**src/hw/rtl/letter_deque_core_defines.svh**
```systemverilog
// Assertion macros shared by the letter deque RTL.
// Each macro expects clk and arst_n in the scope where it is used.
`ifndef LETTER_DEQUE_CORE_DEFINES_SVH
`define LETTER_DEQUE_CORE_DEFINES_SVH

// Condition must hold at every clock edge out of reset.
`define LDQ_ASSERT_ALWAYS(label, cond, msg) \
	label: assert property (@(posedge clk) disable iff (!arst_n) (cond)) \
		else $error(msg);

// Consequent must hold in the same cycle as the antecedent.
`define LDQ_ASSERT_SAME(label, ante, cons, msg) \
	label: assert property (@(posedge clk) disable iff (!arst_n) (ante) |-> (cons)) \
		else $error(msg);

// Consequent must hold in the cycle after the antecedent.
`define LDQ_ASSERT_NEXT(label, ante, cons, msg) \
	label: assert property (@(posedge clk) disable iff (!arst_n) (ante) |=> (cons)) \
		else $error(msg);

`endif

```
**src/hw/rtl/ldq_pkg.sv**
```systemverilog
// Shared types, constants and helpers for the letter deque.
// No dependencies; used by ldq_store, letter_deque_core and tb.
package ldq_pkg;

	localparam int DEPTH   = 16;
	localparam int CHAR_W  = 8;
	localparam int ENTRY_W = 5;
	localparam int PTR_W   = (DEPTH > 1) ? $clog2(DEPTH) : 1;
	localparam int CNT_W   = $clog2(DEPTH + 1);
	localparam int SUM_W   = CNT_W + 1;

	typedef logic [CHAR_W-1:0] byte_t;
	typedef logic [PTR_W-1:0]  ptr_t;
	typedef logic [CNT_W-1:0]  cnt_t;
	typedef logic [SUM_W-1:0]  sum_t;

	typedef enum logic [1:0] {
		CMD_PUSH_FRONT = 2'd0,
		CMD_PUSH_BACK  = 2'd1,
		CMD_POP_FRONT  = 2'd2,
		CMD_POP_BACK   = 2'd3
	} cmd_t;

	typedef enum logic [1:0] {
		ST_DONE       = 2'd0,
		ST_NOT_LETTER = 2'd1,
		ST_FULL       = 2'd2,
		ST_EMPTY      = 2'd3
	} status_t;

	// One write port and one read port of the ring store.
	typedef struct packed {
		logic  we;
		ptr_t  waddr;
		byte_t wdata;
		logic  re;
		ptr_t  raddr;
	} mem_req_t;

	localparam byte_t UPPER_A = 8'h41;
	localparam byte_t UPPER_Z = 8'h5A;
	localparam byte_t LOWER_A = 8'h61;
	localparam byte_t LOWER_Z = 8'h7A;
	localparam byte_t NUL     = 8'h00;

	function automatic logic is_letter(input byte_t b);
		return ((b >= UPPER_A) && (b <= UPPER_Z)) || ((b >= LOWER_A) && (b <= LOWER_Z));
	endfunction

endpackage

```
**src/hw/rtl/ldq_store.sv**
```systemverilog
// Ring store of the letter deque: one write port, one read port, registered read.
// Depends on ldq_pkg.
module ldq_store (
	input  logic              clk,
	input  ldq_pkg::mem_req_t req,
	output ldq_pkg::byte_t    rdata
);

	ldq_pkg::byte_t mem_q [ldq_pkg::DEPTH];

	always_ff @(posedge clk) begin
		if (req.we) begin
			mem_q[req.waddr] <= req.wdata;
		end
	end

	// Hold the read word until the next read.
	always_ff @(posedge clk) begin
		if (req.re) begin
			rdata <= mem_q[req.raddr];
		end
	end

endmodule

```
**src/hw/rtl/letter_deque_core.sv**
```systemverilog
// letter_deque_core: double-ended queue of ASCII letters in a ring store of DEPTH bytes.
// A word waits in the input stage, then its result in the result register; out_ready low holds both.
// Throughput: one word per cycle while out_ready is high; pointer/count update and at most one store access each.
// Reset (arst_n low, asynchronous): pointer, count, valids and read selects clear;
// the store contents stay undefined and are never read before being written.
`include "letter_deque_core_defines.svh"

module letter_deque_core (
	input  logic       clk,
	input  logic       arst_n,
	input  logic       in_valid,
	output logic       in_ready,
	input  logic [1:0] cmd,
	input  logic [7:0] ch,
	output logic       out_valid,
	input  logic       out_ready,
	output logic [7:0] front_char,
	output logic [7:0] back_char,
	output logic       is_empty,
	output logic       is_full,
	output logic [4:0] entry_count,
	output logic [1:0] status
);

	// Input stage: one operation word waiting to be applied.
	logic                s1_v;
	ldq_pkg::cmd_t       cmd_s1;
	ldq_pkg::byte_t      ch_s1;

	// Architectural state.
	ldq_pkg::ptr_t       fp_q;
	ldq_pkg::cnt_t       cnt_q;

	// Result register. front/back either sit in front_q/back_q or, right after a pop
	// that exposed a new end, in the store's read register (select bit set).
	logic                out_v_q;
	ldq_pkg::byte_t      front_q;
	ldq_pkg::byte_t      back_q;
	logic                fsel_q;
	logic                bsel_q;
	logic                empty_q;
	logic                full_q;
	logic [ldq_pkg::ENTRY_W-1:0] count_q;
	ldq_pkg::status_t    status_q;

	ldq_pkg::byte_t      rdata;
	ldq_pkg::mem_req_t   req;

	logic                adv;
	logic                empty;
	logic                full;
	logic                last;
	ldq_pkg::byte_t      old_front;
	ldq_pkg::byte_t      old_back;
	ldq_pkg::ptr_t       fp_dec;
	ldq_pkg::ptr_t       fp_inc;
	ldq_pkg::sum_t       tail_sum;
	ldq_pkg::sum_t       tail_wrap;
	ldq_pkg::sum_t       back2_sum;
	ldq_pkg::sum_t       back2_wrap;

	ldq_pkg::ptr_t       fp_n;
	ldq_pkg::cnt_t       cnt_n;
	ldq_pkg::byte_t      front_n;
	ldq_pkg::byte_t      back_n;
	logic                fsel_n;
	logic                bsel_n;
	ldq_pkg::status_t    status_n;

	// Advance the input stage whenever the result register is free or being drained.
	assign adv      = s1_v && (!out_v_q || out_ready);
	assign in_ready = !s1_v || adv;

	always_ff @(posedge clk or negedge arst_n) begin
		if (!arst_n) begin
			s1_v <= 1'b0;
		end else if (in_ready) begin
			s1_v <= in_valid;
		end
	end

	always_ff @(posedge clk) begin
		if (in_valid && in_ready) begin
			cmd_s1 <= ldq_pkg::cmd_t'(cmd);
			ch_s1  <= ch;
		end
	end

	// Pointer arithmetic. Wrap is one compare and subtract, so DEPTH need not be a power of two.
	assign empty = (cnt_q == '0);
	assign full  = (cnt_q == ldq_pkg::CNT_W'(ldq_pkg::DEPTH));
	assign last  = (cnt_q == ldq_pkg::CNT_W'(1));

	assign fp_dec = (fp_q == '0) ? ldq_pkg::PTR_W'(ldq_pkg::DEPTH - 1) : fp_q - ldq_pkg::PTR_W'(1);
	assign fp_inc = (fp_q == ldq_pkg::PTR_W'(ldq_pkg::DEPTH - 1)) ? '0 : fp_q + ldq_pkg::PTR_W'(1);

	// Slot just past the back: free slot for a push at the back.
	assign tail_sum  = ldq_pkg::SUM_W'(fp_q) + ldq_pkg::SUM_W'(cnt_q);
	assign tail_wrap = (tail_sum >= ldq_pkg::SUM_W'(ldq_pkg::DEPTH)) ?
		tail_sum - ldq_pkg::SUM_W'(ldq_pkg::DEPTH) : tail_sum;

	// Slot before the back: the new back after a pop at the back (used with two or more entries).
	assign back2_sum  = tail_sum - ldq_pkg::SUM_W'(2);
	assign back2_wrap = (back2_sum >= ldq_pkg::SUM_W'(ldq_pkg::DEPTH)) ?
		back2_sum - ldq_pkg::SUM_W'(ldq_pkg::DEPTH) : back2_sum;

	// Current ends as last reported.
	assign old_front = fsel_q ? rdata : front_q;
	assign old_back  = bsel_q ? rdata : back_q;

	always_comb begin
		fp_n      = fp_q;
		cnt_n     = cnt_q;
		front_n   = old_front;
		back_n    = old_back;
		fsel_n    = 1'b0;
		bsel_n    = 1'b0;
		status_n  = ldq_pkg::ST_DONE;
		req.we    = 1'b0;
		req.waddr = fp_dec;
		req.wdata = ch_s1;
		req.re    = 1'b0;
		req.raddr = fp_inc;

		unique case (cmd_s1)
			ldq_pkg::CMD_PUSH_FRONT, ldq_pkg::CMD_PUSH_BACK: begin
				// Letter check ranks above the full check.
				priority if (!ldq_pkg::is_letter(ch_s1)) begin
					status_n = ldq_pkg::ST_NOT_LETTER;
				end else if (full) begin
					status_n = ldq_pkg::ST_FULL;
				end else begin
					cnt_n  = cnt_q + ldq_pkg::CNT_W'(1);
					req.we = adv;
					if (cmd_s1 == ldq_pkg::CMD_PUSH_FRONT) begin
						fp_n    = fp_dec;
						front_n = ch_s1;
						if (empty) begin
							back_n = ch_s1;
						end
					end else begin
						req.waddr = tail_wrap[ldq_pkg::PTR_W-1:0];
						back_n    = ch_s1;
						if (empty) begin
							front_n = ch_s1;
						end
					end
				end
			end
			ldq_pkg::CMD_POP_FRONT, ldq_pkg::CMD_POP_BACK: begin
				if (empty) begin
					status_n = ldq_pkg::ST_EMPTY;
				end else begin
					cnt_n  = cnt_q - ldq_pkg::CNT_W'(1);
					req.re = adv && !last;
					// Fetch the newly exposed end; it lands in the read register.
					if (cmd_s1 == ldq_pkg::CMD_POP_FRONT) begin
						fp_n      = fp_inc;
						req.raddr = fp_inc;
						fsel_n    = !last;
					end else begin
						req.raddr = back2_wrap[ldq_pkg::PTR_W-1:0];
						bsel_n    = !last;
					end
				end
			end
		endcase

		// Empty queue reports zero bytes at both ends.
		if (cnt_n == '0) begin
			front_n = ldq_pkg::NUL;
			back_n  = ldq_pkg::NUL;
		end
	end

	ldq_store u_store (
		.clk   (clk),
		.req   (req),
		.rdata (rdata)
	);

	always_ff @(posedge clk or negedge arst_n) begin
		if (!arst_n) begin
			fp_q    <= '0;
			cnt_q   <= '0;
			out_v_q <= 1'b0;
			fsel_q  <= 1'b0;
			bsel_q  <= 1'b0;
		end else begin
			if (adv) begin
				fp_q    <= fp_n;
				cnt_q   <= cnt_n;
				out_v_q <= 1'b1;
				fsel_q  <= fsel_n;
				bsel_q  <= bsel_n;
			end else if (out_ready) begin
				out_v_q <= 1'b0;
			end
		end
	end

	// Result payload; hold while the consumer stalls.
	always_ff @(posedge clk) begin
		if (adv) begin
			front_q  <= front_n;
			back_q   <= back_n;
			empty_q  <= (cnt_n == '0);
			full_q   <= (cnt_n == ldq_pkg::CNT_W'(ldq_pkg::DEPTH));
			count_q  <= ldq_pkg::ENTRY_W'(cnt_n);
			status_q <= status_n;
		end
	end

	assign out_valid   = out_v_q;
	assign front_char  = old_front;
	assign back_char   = old_back;
	assign is_empty    = empty_q;
	assign is_full     = full_q;
	assign entry_count = count_q;
	assign status      = status_q;

	`LDQ_ASSERT_ALWAYS(a_cnt_bound, cnt_q <= ldq_pkg::CNT_W'(ldq_pkg::DEPTH), "count above depth")
	`LDQ_ASSERT_ALWAYS(a_one_read_sel, $onehot0({fsel_q, bsel_q}), "both ends point at read register")
	`LDQ_ASSERT_SAME(a_empty_zero, out_v_q && empty_q, (front_char == ldq_pkg::NUL) && (back_char == ldq_pkg::NUL), "empty result with nonzero end byte")
	`LDQ_ASSERT_NEXT(a_reject_hold, adv && (status_n != ldq_pkg::ST_DONE), $stable(cnt_q) && $stable(fp_q), "rejected word changed state")
	`LDQ_ASSERT_SAME(a_stall_block, s1_v && !adv, !in_ready, "input taken while stage blocked")

endmodule

```
**config.mk**
```make
export PLATFORM = sky130hd
export DESIGN_NAME = letter_deque_core
export DESIGN_NICKNAME = d
export VERILOG_FILES = /design/src/hw/rtl/ldq_pkg.sv /design/src/hw/rtl/ldq_store.sv /design/src/hw/rtl/letter_deque_core.sv
export VERILOG_INCLUDE_DIRS = /design/src /design/src/hw/rtl
export SDC_FILE = /design/constraint.sdc
export NUM_CORES = 1
export LEC_CHECK = 0
export BUFFER_PORTS_ARGS = -buffer_cell sky130_fd_sc_hd__clkbuf_2
export CELL_PAD_IN_SITES_DETAIL_PLACEMENT = 2
export CELL_PAD_IN_SITES_GLOBAL_PLACEMENT = 2
export CORE_ASPECT_RATIO = 2
export CORE_MARGIN = 3
export CORE_UTILIZATION = 43
export CTS_CLUSTER_DIAMETER = 80
export DETAILED_ROUTE_END_ITERATION = 10
export MAX_ROUTING_LAYER = met4
export PLACE_DENSITY_LB_ADDON = 0.1
export REMOVE_ABC_BUFFERS = 1
export SYNTH_ARGS = -nofsm -noshare
export SYNTH_HDL_FRONTEND = slang
export SYNTH_SLANG_ARGS = --single-unit
```
**constraint.sdc**
```tcl
create_clock -name clk -period 3.8 [get_ports clk]
set_input_delay 0 -clock clk [delete_from_list [all_inputs] [get_ports clk]]
set_output_delay 0 -clock clk [all_outputs]
set_load 0.005 [all_outputs]
```
After elaboration in Yosys (flattened, before gate mapping) --
Memories as Yosys holds them, arrays and structs flattened. A register that Yosys moved wholly into a read port is not among the register bits. Cells that the tools add are included.
Word-level totals: bits in latches 0, output and inout bits 27, bits in read-only memories 0, memories 1, bits in registers 48, RAM bits 128
Memories:
- u_store.mem_q | depth 16, width 8, read ports 1, clocked after Yosys merged registers in 1, write ports 1, line ldq_store.sv:9 | ldq_pkg::byte_t mem_q [ldq_pkg::DEPTH];
Cells by class: reduce and logical (&&, ||, !) cells 19, bitwise operators 0, $lt $le $gt $ge 6, $add $sub $neg 8, eq/ne operators 12, muxes and demuxes 47, div/mod/pow operators 0, multipliers 0, shift-type cells 0
Operators with widths (number):
- 2-to-1 mux 8 bit | 12
- 2-to-1 mux 4 bit | 11
- 2-to-1 mux 5 bit | 8
- greater-or-equal comparator 8 x 7 -> 1 bit, second input constant | 2
- less-or-equal comparator 8 x 7 -> 1 bit, second input constant | 2
- greater-or-equal comparator 6 x 5 -> 1 bit, second input constant | 2
- subtractor 4 x 1 -> 4 bit, second input constant | 3
- == test 5 bit, second input constant | 2
- logical NOT 5 bit | 2
- 2-to-1 mux 1 bit | 10
- inequality test 2 bit, second input constant | 5
- one-hot mux 5 bit (2 select lines) | 1
- one-hot mux 4 bit (2 select lines) | 1
- adder 4 x 5 -> 6 bit | 1
- 2-to-1 mux 2 bit | 3
- AND reduction 6 bit | 1
- subtractor 6 x 2 -> 6 bit, second input constant | 1
- adder 5 x 1 -> 5 bit, second input constant | 1
- == test 5 x 1 -> 1 bit, second input constant | 1
- logical AND 1 bit | 5
- subtractor 5 x 1 -> 5 bit, second input constant | 1
- adder 4 x 1 -> 4 bit, second input constant | 1
- == test 2 bit, second input constant | 2
- == test 4 bit, second input constant | 1
- other kinds (8) | 13

Logic depth before layout (Yosys ltp) --
word-level depth 9, mapped depth 12

By module --
From an unflattened synthesis, not the netlist that was laid out.
Second synthesis, totals: cell total of the unflattened synthesis 493, area, all modules 8056.5 um^2
Modules (own cells, without submodules):
- ldq_store | area each 5227.5 um^2, cells each 229, sequential area each 4083.9 um^2, times used 1
- letter_deque_core | area each 2829.0 um^2, cells each 264, sequential area each 1376.3 um^2, times used 1

Worst setup path after synthesis --
Ideal clock, no wire load.
kind reg2reg, start register cnt_q[0], end register u_store.rdata[0], read port of u_store.mem_q, data pin, data arrival time 2.899 ns, stages on the path, launching flop included 12, library setup time 0.272 ns, period minus slack after synthesis 3.171 ns, setup slack 0.629 ns, buffers on the path 3, cells stage by stage dfrtp_1 -> clkbuf_1 -> inv_1 -> ha_1 -> or4b_1 -> buf_2 -> nand2_4 -> mux2_2 -> clkbuf_1 -> a21oi_1 -> a221oi_1 -> or4_1
Between the ends: cells in the longest elaborated chain, start to end 7, elaborated cells on any way between the ends 12
RTL lines:
- start: declaration | line letter_deque_core.sv:32 | ldq_pkg::cnt_t cnt_q;
- start signal: assignment | line letter_deque_core.sv:192 | cnt_q <= cnt_n;
- adder 4 x 5 -> 6 bit | line letter_deque_core.sv:98 | assign tail_sum = ldq_pkg::SUM_W'(fp_q) + ldq_pkg::SUM_W'(cnt_q);
- subtractor 6 x 2 -> 6 bit | line letter_deque_core.sv:103 | assign back2_sum = tail_sum - ldq_pkg::SUM_W'(2);
- greater-or-equal comparator 6 x 5 -> 1 bit / subtractor 4 x 1 -> 4 bit (equally long branches) | line letter_deque_core.sv:104, letter_deque_core.sv:105
- 2-to-1 mux 4 bit | line letter_deque_core.sv:104 | assign back2_wrap = (back2_sum >= ldq_pkg::SUM_W'(ldq_pkg::DEPTH)) ?
- 2-to-1 mux 4 bit | line letter_deque_core.sv:157 | if (cmd_s1 == ldq_pkg::CMD_POP_FRONT) begin
- 2-to-1 mux 5 bit * | line letter_deque_core.sv:151 | if (empty) begin
- 2-to-1 mux 5 bit * | line letter_deque_core.sv:125 | unique case (cmd_s1)
- end: declaration | line ldq_store.sv:6 | output ldq_pkg::byte_t rdata
Mark *: on every way between the ends. The rest lies on a longest branch, timed or not. A chain may end at the register's enable or synchronous reset.

Worst setup path in the final report --
start register cnt_q[2], end register u_store.rdata[2], read port of u_store.mem_q, data pin
The elaborated chain is that of the path after synthesis.

==> results by group <==
Timing
  • Worst-Margin Slew: 1130 ps
  • Tcrit/Tclk final: 94.4%
  • Final setup fails: 0
  • Fmax: 0.279 GHz
  • Clock skew: 13.4 ps
  • Setup TNS: 0 ps
  • Final Critical Period: 3590 ps
  • Slew Limit Headroom: 24.4%
  • Fin. max-slew vios: 0
  • RSZ-0062 raised after global routing: false
  • Hold Fails Final Rpt: 0

Setup path
  • Flop2flop setup slack: 210 ps
  • Delay of the slowest cell on the worst path: 650 ps
  • Setup crit start: cnt_q[2]
  • CP max FO: 11
  • Cells along the critical path: ha_1 -> xor2_1 -> inv_1 -> ha_1 -> xor2_1 -> xnor2_2 -> o22ai_1 -> nor3b_1 -> or4_1
  • WP depth: 9
  • WP data arrival: 3750 ps
  • WP buf/inv: 1
  • CP top delay family: XOR/XNOR gates
  • Crit path launch type: flip-flop
  • Worst R2R Start: cnt_q[2]
  • Cell depth of the worst flop-to-flop path: 9
  • End point of the critical path: u_store.rdata[2]
  • Critical path type: flip-flop to flip-flop
  • CP Capture Type: flip-flop
  • Slowest-stage cell, CP: dfrtp_1
  • Worst EP required: 3960 ps
  • Reg-to-reg endpoint: u_store.rdata[2]

Clock tree
  • Clock buffer depth: 2
  • Inserted Clock Buffers: 17
  • Post-CTS setup buffer count: 0
  • Worst-Skew Late Latency: 440 ps
  • TritonCTS clock tree: done
  • Root buffer cell: clkbuf_16
  • Clock Sinks: 184
  • Clock transition at the registers of the reported paths: 70 ps
  • H-tree Lvls: 4

Synthesis
  • Adder-cell share of the synthesized area: 1.72%
  • Largest family of logic cells by synthesized area: compound AO/OA/AOI/OAI gates
  • Syn Std Cell Area: 8420 um2
  • Synthesized netlist cell count: 662
  • Syn Area/Cell: 12.7 um2
  • Synth cell types: 70
  • Post-synth top area share: 61.0%
  • Async SR Flop Fraction: 7.07%
  • Most used DFF post-synth: edfxtp_1
  • Post-Synth XOR/XNOR Area: 1.44%
  • Area leader, netlist: edfxtp_1
  • Synth Register Bits: 184
  • Simple-gate share of the synthesized area: 11.9%
  • Ys Warns: 0
  • Synth top area cells: edfxtp_1 (61%), a21oi_1 (3.9%), dfrtp_1 (3.9%)
  • Synth Area in Compound Gates: 12.8%
  • Count leader, synth: edfxtp_1
  • Mux share of post-synthesis cell area: 4.58%
  • Commonest cells post-synth: edfxtp_1 (171), nand2_1 (86), a21oi_1 (65)
  • Number of flops mapped to enable cells by yosys: 171
  • Sequential element share of the synthesized area: 64.9%

Cells and area
  • Layout cells sized above 1: 19.0%
  • Area Overhead vs Synth: 16.9%
  • Design area: 9840 um2
  • Reg area: 5460 um2
  • Fill cells: 1891
  • Nets: 771
  • Area of the multi-input gates: 2750 um2
  • Inserted Diodes: 0

Placement
  • GPL Wtd Cong: 0.889
  • HPWL Detailed: 21200 um
  • Number of port buffers: 40
  • Area after DPL: 9140 um2

Global routing
  • Initial antenna violation count: 0
  • Gr usage total: 29.5%
  • Largest net degree at the start of global routing: 46
  • Gr ovfl total: 0
  • Vias in the first global route: 6999
  • First-pass GRT wire length: 44600 um

Status
  • Outcome: complete, no violations

Power and ir drop
  • VDD IR max: 0.556 mV
  • Power per cell area: 879 nW/um2
  • Clock share of power: 19.7%
  • Pint: 4.91 mW
  • Sw Ratio: 43.3%
  • Leakage: 3.53 nW
  • Sequential share of power: 32.0%
  • Gate power share: 48.3%
  • Sw power: 3.74 mW

Die
  • DIE AREA: 21400 um2
  • Initial Util: 44.3%
  • Die X: 105 um
  • Die height: 204 um
  • # IOs: 41
  • Num rows: 71
  • Core Region: 19000 um2

Run
  • Max cap viols: 0

Routing
  • Pre-antenna DRT Iters: 5
  • Vias/cell: 6.08
  • Detail Route Antenna Nets: 0
  • Routed length per instance: 29.2 um
  • Via count: 6163
  • DR iter-0 viols: 217
  • DRC: 0
  • WL final: 29600 um

Worst hold path
  • Min-delay worst type: primary input to asynchronous set/reset pin
placed cells by master (no fill, tap or decap), drive strengths merged, types with 12 or more instances in the layout:
cell type,netlist,final
dlygate4sd3,0,14
edfxtp,171,171
a21oi,66,66
nor2,43,43
buf,20,46
clkbuf,15,59
inv,13,16
dfrtp,13,13
mux2i,19,19
a221oi,22,22
nor3,13,13
mux2,17,17
nand2,87,87
a31oi,12,12
o21ai,14,14
worst min-delay path by stage:
stage	start	end	slack, ps
after floorplan	arst_n	bsel_q	-300
after global placement	arst_n	cnt_q[2]	-50
after detailed placement	arst_n	cnt_q[4]	-50
after CTS	arst_n	cnt_q[4]	10
after global routing	arst_n	cnt_q[4]	30
final	arst_n	cnt_q[4]	40
registers in the layout, indices dropped and copies added (netlist names):
signal	cells
is_empty	1
u_store.mem_q	128
front_q	8
cmd_s1	2
fsel_q	1
cnt_q	5
bsel_q	1
ch_s1	8
fp_q	4
is_full	1
status	2
out_valid	1
entry_count	5
s1_v	1
u_store.rdata	8
back_q	8
cell type report:
type / instances / area share, %
clock inverter: 13 / 1.23
sequential: 184 / 55.5
inverter: 14 / 0.534
timing repair buffer: 100 / 7.22
clock buffer: 19 / 4.40
multi-input combinational: 429 / 27.9
tap: 255 / 3.24
per-layer routing:
layer,track usage [%],share of wire [%],wire length (um)
met2,55.7,58,17100
met4,16.2,5.9,1760
met5,-,0,0
met1,28.6,34,10000
met3,3.76,2.6,781
cell families (layout without fill, tap and decap cells):
| group | Yosys count | count (layout) |
|---|---|---|
| and+or+nand+nor | 207 | 207 |
| buffers and inverters | 49 | 146 |
| DFF | 184 | 184 |
| adders and majority gates | 11 | 11 |
| AOI/OAI and AO/OA | 162 | 162 |
| muxes | 36 | 36 |
| xor gates and xnor gates | 13 | 13 |
worst reg2reg max path: stages (launching register included):
cell	delay [ps]
dfrtp_1	650
ha_1	360
xor2_1	320
inv_1	150
ha_1	220
xor2_1	190
xnor2_2	310
o22ai_1	290
nor3b_1	280
or4_1	540
through the flow:
step | setup WS [ps] | total power, mW | hold slack [ps] | utilization, % | cells
6_report | 214 | 8.65 | 35.6 | 51.8 | 1014
2_1_floorplan | 94.4 | 5.13 | -296 | - | 627
3_3_place_gp | 398 | 6.59 | -51.4 | 48.1 | 968
4_1_cts | 83.2 | 8.64 | 11.7 | 51.7 | 1014
5_1_grt | 23.1 | 9.12 | 33.7 | 51.8 | 1014
3_5_place_dp | 143 | 6.89 | -47.4 | 48.1 | 968
power by group through the flow:
| stage | logic [mW] | registers (mW) | clock network (mW) |
|---|---|---|---|
| floorplan | 2.38 | 2.74 | 0 |
| global placement | 3.79 | 2.80 | 0 |
| detailed placement | 4.07 | 2.81 | 0 |
| CTS | 4.14 | 2.77 | 1.73 |
| global route | 4.53 | 2.79 | 1.80 |
| finish | 4.18 | 2.77 | 1.70 |
what timing repair did:
action | CTS | global route
hold endpoints to repair | 25 | 0
endpoints found under the setup margin | 0 | 7
resized for setup | 0 | 1
hold buffers | 14 | 0
No activity file was read; power rests on OpenSTA's default activity.
